--- src/hw/rtl/pit_pkg.sv ---
`timescale 1ns / 1ps
// ----------------------------------------------------------------------------
// pit_pkg
// Shared types and codes for the polygon intersection test block.
// ----------------------------------------------------------------------------
package pit_pkg;

	// kind of evaluation a finished pair needs
	typedef enum logic [2:0] {
		MD_STATUS = 3'd0,   // no geometry work, status only
		MD_PP     = 3'd1,   // point with point
		MD_PA_RB  = 3'd2,   // point A inside ring B
		MD_PB_RA  = 3'd3,   // point B inside ring A
		MD_RR     = 3'd4    // ring with ring
	} mode_t;

	localparam logic [1:0] ST_EVALUATED   = 2'd0;
	localparam logic [1:0] ST_UNSUPPORTED = 2'd1;
	localparam logic [1:0] ST_EMPTY       = 2'd2;
	localparam logic [1:0] ST_OVERFLOW    = 2'd3;

	localparam logic [1:0] KIND_POINT = 2'd0;
	localparam logic [1:0] KIND_RING  = 2'd1;

	localparam logic OP_FIRST  = 1'b0;
	localparam logic OP_SECOND = 1'b1;

	// vertex store write control
	typedef struct packed {
		logic en;
		logic sel;
	} wr_ctl_t;

	localparam int MODE_W = 3;

endpackage

--- src/hw/rtl/pit_cross.sv ---
`timescale 1ns / 1ps
// ----------------------------------------------------------------------------
// pit_cross
// Sign of (a-o) x (b-o), from one shared multiplier.
// ----------------------------------------------------------------------------
module pit_cross import pit_pkg::*; #(
	parameter int COORD_WIDTH = 32,
	localparam int DW = COORD_WIDTH + 1,
	localparam int PW = 2 * DW
) (
	input  logic                          clk,
	input  logic                          arst_n,
	input  logic                          start,
	input  logic signed [COORD_WIDTH-1:0] ox,
	input  logic signed [COORD_WIDTH-1:0] oy,
	input  logic signed [COORD_WIDTH-1:0] ax,
	input  logic signed [COORD_WIDTH-1:0] ay,
	input  logic signed [COORD_WIDTH-1:0] bx,
	input  logic signed [COORD_WIDTH-1:0] by,
	output logic                          done,
	output logic                          neg,
	output logic                          zero
);

	logic signed [DW-1:0] dx1_q, dy2_q, dy1_q, dx2_q;
	logic signed [PW-1:0] p1_q, p2_q;
	logic signed [PW:0]   diff;
	logic signed [DW-1:0] m_a, m_b;
	logic [1:0]           ph_q;

	// phase 1 multiplies dx1*dy2, phase 2 dy1*dx2
	assign m_a  = (ph_q == 2'd1) ? dx1_q : dy1_q;
	assign m_b  = (ph_q == 2'd1) ? dy2_q : dx2_q;
	assign diff = (PW+1)'(p1_q) - (PW+1)'(p2_q);
	assign done = (ph_q == 2'd3);
	assign neg  = diff[PW];
	assign zero = (diff == '0);

	always_ff @(posedge clk) begin
		if (start) begin
			dx1_q <= DW'(ax) - DW'(ox);
			dy2_q <= DW'(by) - DW'(oy);
			dy1_q <= DW'(ay) - DW'(oy);
			dx2_q <= DW'(bx) - DW'(ox);
		end
		if (ph_q == 2'd1) p1_q <= m_a * m_b;
		if (ph_q == 2'd2) p2_q <= m_a * m_b;
	end

	always_ff @(posedge clk or negedge arst_n) begin
		if (!arst_n) begin
			ph_q <= 2'd0;
		end else begin
			case (ph_q)
				2'd0:    ph_q <= start ? 2'd1 : 2'd0;
				2'd1:    ph_q <= 2'd2;
				2'd2:    ph_q <= 2'd3;
				default: ph_q <= 2'd0;
			endcase
		end
	end

endmodule

--- config.mk ---
export PLATFORM = sky130hd
export DESIGN_NAME = pit_cross
export DESIGN_NICKNAME = d
export VERILOG_FILES = /design/src/hw/rtl/pit_pkg.sv /design/src/hw/rtl/pit_cross.sv
export SDC_FILE = /design/constraint.sdc
export NUM_CORES = 2
export LEC_CHECK = 0
export BUFFER_PORTS_ARGS = -buffer_cell sky130_fd_sc_hd__buf_2
export CAP_MARGIN = 20
export CORE_UTILIZATION = 30
export DETAILED_ROUTE_END_ITERATION = 7
export HOLD_SLACK_MARGIN = 0.15
export SETUP_SLACK_MARGIN = 0.2
export SYNTH_ARGS = -nofsm -noshare
export SYNTH_HDL_FRONTEND = slang
export SYNTH_SLANG_ARGS = --single-unit
--- constraint.sdc ---
create_clock -name clk -period 14.45 [get_ports clk]
set_input_delay 4.335 -clock clk [delete_from_list [all_inputs] [get_ports clk]]
set_output_delay 4.335 -clock clk [all_outputs]
set_load 0.01 [all_outputs]
==> flow_summary_export.csv <==
group,metric,value,unit
min_path,holdPathStages,1,
worst_setup_path,cp_max_fo,110,
worst_setup_path,reg2reg_depth,32,
timing,grt_setup_unrepaired,"no",
synth,ys_seq_area_frac,0.141,
drt,viasPerCell,5.02,
die,boundaryPins,198,
placement,io_buffers,197,
drt,vias,43400,
min_path,hold_class,"reg2reg",
worst_setup_path,startpoint,"ph_q[1]",
cts,clk-insertion-delay-late,0.63,ns
cts,tritoncts,"done",
min_path,hold_end,"ph_q[0]",
timing,fin_crit_sh,0.783,
worst_setup_path,reg2reg_from,"ph_q[1]",
cts,cts_max_level,1,
timing,fin_skew,0.0308,ns
synth,syn-cell-area,56500,um^2
timing,worstMarginPinSlew,1.14,ns
grt,grt_max_degree,111,
worst_setup_path,path_class,"reg2reg",
die,die_h,436,um
drt,wl_met1,73000,um
die,dieArea,190000,um^2
synth,synthCells,6019,
drt,wl_met2,84300,um
drt,wl_per_cell,21.5,um
timing,hold_viol_final,0,
finish,final_common_cell,"inv_1",
die,num_rows,158,
outcome,status,"finished clean",
placement,place_hpwl,147000,um
timing,timing.fmax,0.0884,GHz
finish,nets,7891,
worst_setup_path,reg2reg_slack,3.14,ns
timing,setup_viol,0,
grt,grt_pass1_vias,46100,
drt,ant_nets,0,
worst_setup_path,path_common_cell,"fa_1",
worst_setup_path,r2r_end,"p1_q[65]",
grt,grt_pass1_wl,280000,um
synth,syn_nets,7779,
finish,drive_gt1_frac,0.0757,
worst_setup_path,slowest_stage,"mux2i_2",
grt,grt-ovfl-total,0,
synth,synth_edf_count,264,
finish,area_growth_syn_to_layout,9.07,%
grt,gr-usage-all-layers,0.194,
die,fp.dieW,436,um
synth,synth.area.mux_share,0.0259,
finish,nFillCells,19100,
drt,highest_layer,"met5",
finish,layout_common_cells,"inv_1 (1311), fa_1 (1150), nor2_1 (725)",
drt,drt_iter0_markers,3655,
min_path,hp-start,"ph_q[0]",
cts,cts-buffers-inserted,29,
cts,cts.clk_slew.worst_paths,0.08,ns
synth,yosysWarningCount,0,
die,start_util,0.303,
drt,drt_drc_violations_left,0,
synth,synthDistinctLibCells,84,
cts,clockBufferDepth,3,
placement,gp_congestion,0.949,
drt,drt-pass1-iter-count,6,
synth,synth-compound-area-share,0.0814,
synth,yosys.area_share.simple,0.122,
synth,synth_xor_area_frac,0.0308,
run,drv_cap,0,
worst_setup_path,arrival,11.65,ns
timing,finalCriticalPeriod,11.31,ns
worst_setup_path,crit_path_start_kind,"register",
timing,max_slew_margin,0.226,
cts,clkSinkCount,266,
synth,ys_seq_elements,266,
timing,slew_violations,0,
die,core,186000,um^2
synth,synth_adder_area_share,0.499,
drt,wirelength,186000,um
synth,synthFlopType,"edfxtp_1",
worst_setup_path,critPathMaxStageDelay,0.97,ns
cts,cts_resized,0,
cts,cts_root_buffer,"clkbuf_16",
timing,setup_tns,0,ns
cts,cts_setup_buffers,0,
cts,holdBufCountCts,0,
synth,synth_top_family_by_area,"adder cells",
grt,antenna_found_initial,3,
worst_setup_path,end_kind,"register",
worst_setup_path,cp.required,14.79,ns
drt,route.met3.wl,19600,um
synth,avgSynthCellArea,9.39,um^2
synth,async_flop_share,0.00752,
-- critical path: cells and delay by family (launching register included) --
kind                     cells  cell delay, ns
adder cells (fa/ha/maj)     10            4.98
buffers and inverters        6            0.88
multiplexers                 1            0.97
XOR/XNOR                     1            0.10
AO/OA/AOI/OAI               11            2.76
AND/OR/NAND/NOR              3            0.73
flip-flops                   1            0.42
-- synthesized netlist by cell type (8+ instances only) --
cell type,instances,area (um^2)
o21a_1,43,323
nand3_1,45,225
or2_2,10,62.6
a21boi_0,13,97.6
and2_1,16,100
buf_2,8,40.0
nor2_1,725,2720
o21ai_1,16,80.1
nor4_1,12,75.1
fa_1,1150,23000
or3_1,17,106
o211ai_1,13,97.6
a31oi_1,15,93.8
a31o_2,8,70.1
nand4_1,27,169
o21bai_1,26,195
nand2b_1,38,238
and3_1,23,144
o21ai_0,99,495
a21o_1,100,751
buf_1,16,60.1
o31ai_1,13,97.6
edfxtp_1,264,7930
mux2_2,67,754
xor2_1,49,429
nor3_1,38,190
xnor2_1,150,1310
nor2b_1,33,206
a211oi_1,27,203
clkbuf_1,171,642
o2111ai_1,11,96.3
nand2_1,648,2430
ha_1,415,5190
inv_1,1311,4920
mux2i_1,71,711
a21oi_1,198,991
o41ai_1,13,114
-- through the flow --
stage	hold slack, ns	area (um^2)	setup WS (ns)	instances	util
global placement	0.569	60700	3.28	8580	0.326
global route	0.630	61700	2.53	8633	0.331
detailed placement	0.586	60700	3.21	8580	0.326
finish	0.599	61700	3.14	8634	0.331
CTS	0.598	61700	3.17	8633	0.331
floorplan	0.492	56500	2.73	6019	-
-- area by class of cell --
class / instances / area (um^2) / area share
Tap cell: 2480 / 3100 / 0.0503
Inverter: 1312 / 4920 / 0.0798
Sequential cell: 266 / 7980 / 0.129
Multi-Input combinational cell: 4245 / 43100 / 0.699
Clock buffer: 32 / 737 / 0.0119
Clock inverter: 21 / 235 / 0.00381
Antenna cell: 1 / 2.50 / 0.0000406
Timing Repair Buffer: 277 / 1610 / 0.0260
-- flip-flops by register name (all words and copies together), names as in the netlist --
signal,flops
p2_q,66
dy1_q,33
dx1_q,33
dx2_q,33
ph_q,2
dy2_q,33
p1_q,66
-- cell families (layout without fill, tap and decap cells) --
kind of cell | count (synthesis) | in the layout
flops | 266 | 266
mux | 138 | 138
xor+xnor | 199 | 199
fa+ha+maj | 1565 | 1565
simple gates | 1656 | 1656
buf+inv | 1508 | 1642
other cells | 0 | 1
compound gates | 687 | 687
-- how the worst max path moves through the flow --
stage,end,slack [ns]
floorplan,p1_q[64],2.73
global placement,p1_q[65],3.28
detailed placement,p1_q[65],3.21
CTS,p1_q[65],3.17
global route,p1_q[65],2.53
finish,p1_q[65],3.14
-- routing by layer --
metal | GRT usage | vias up
met3 | 0.0526 | 434
li1 | - | 18900
met4 | 0.0778 | 4
met1 | 0.244 | 21900
met2 | 0.315 | 2125
met5 | 0 | -
Power is not shown: default switching activity piles up to over one toggle a cycle in this logic, so the estimate is an artifact.
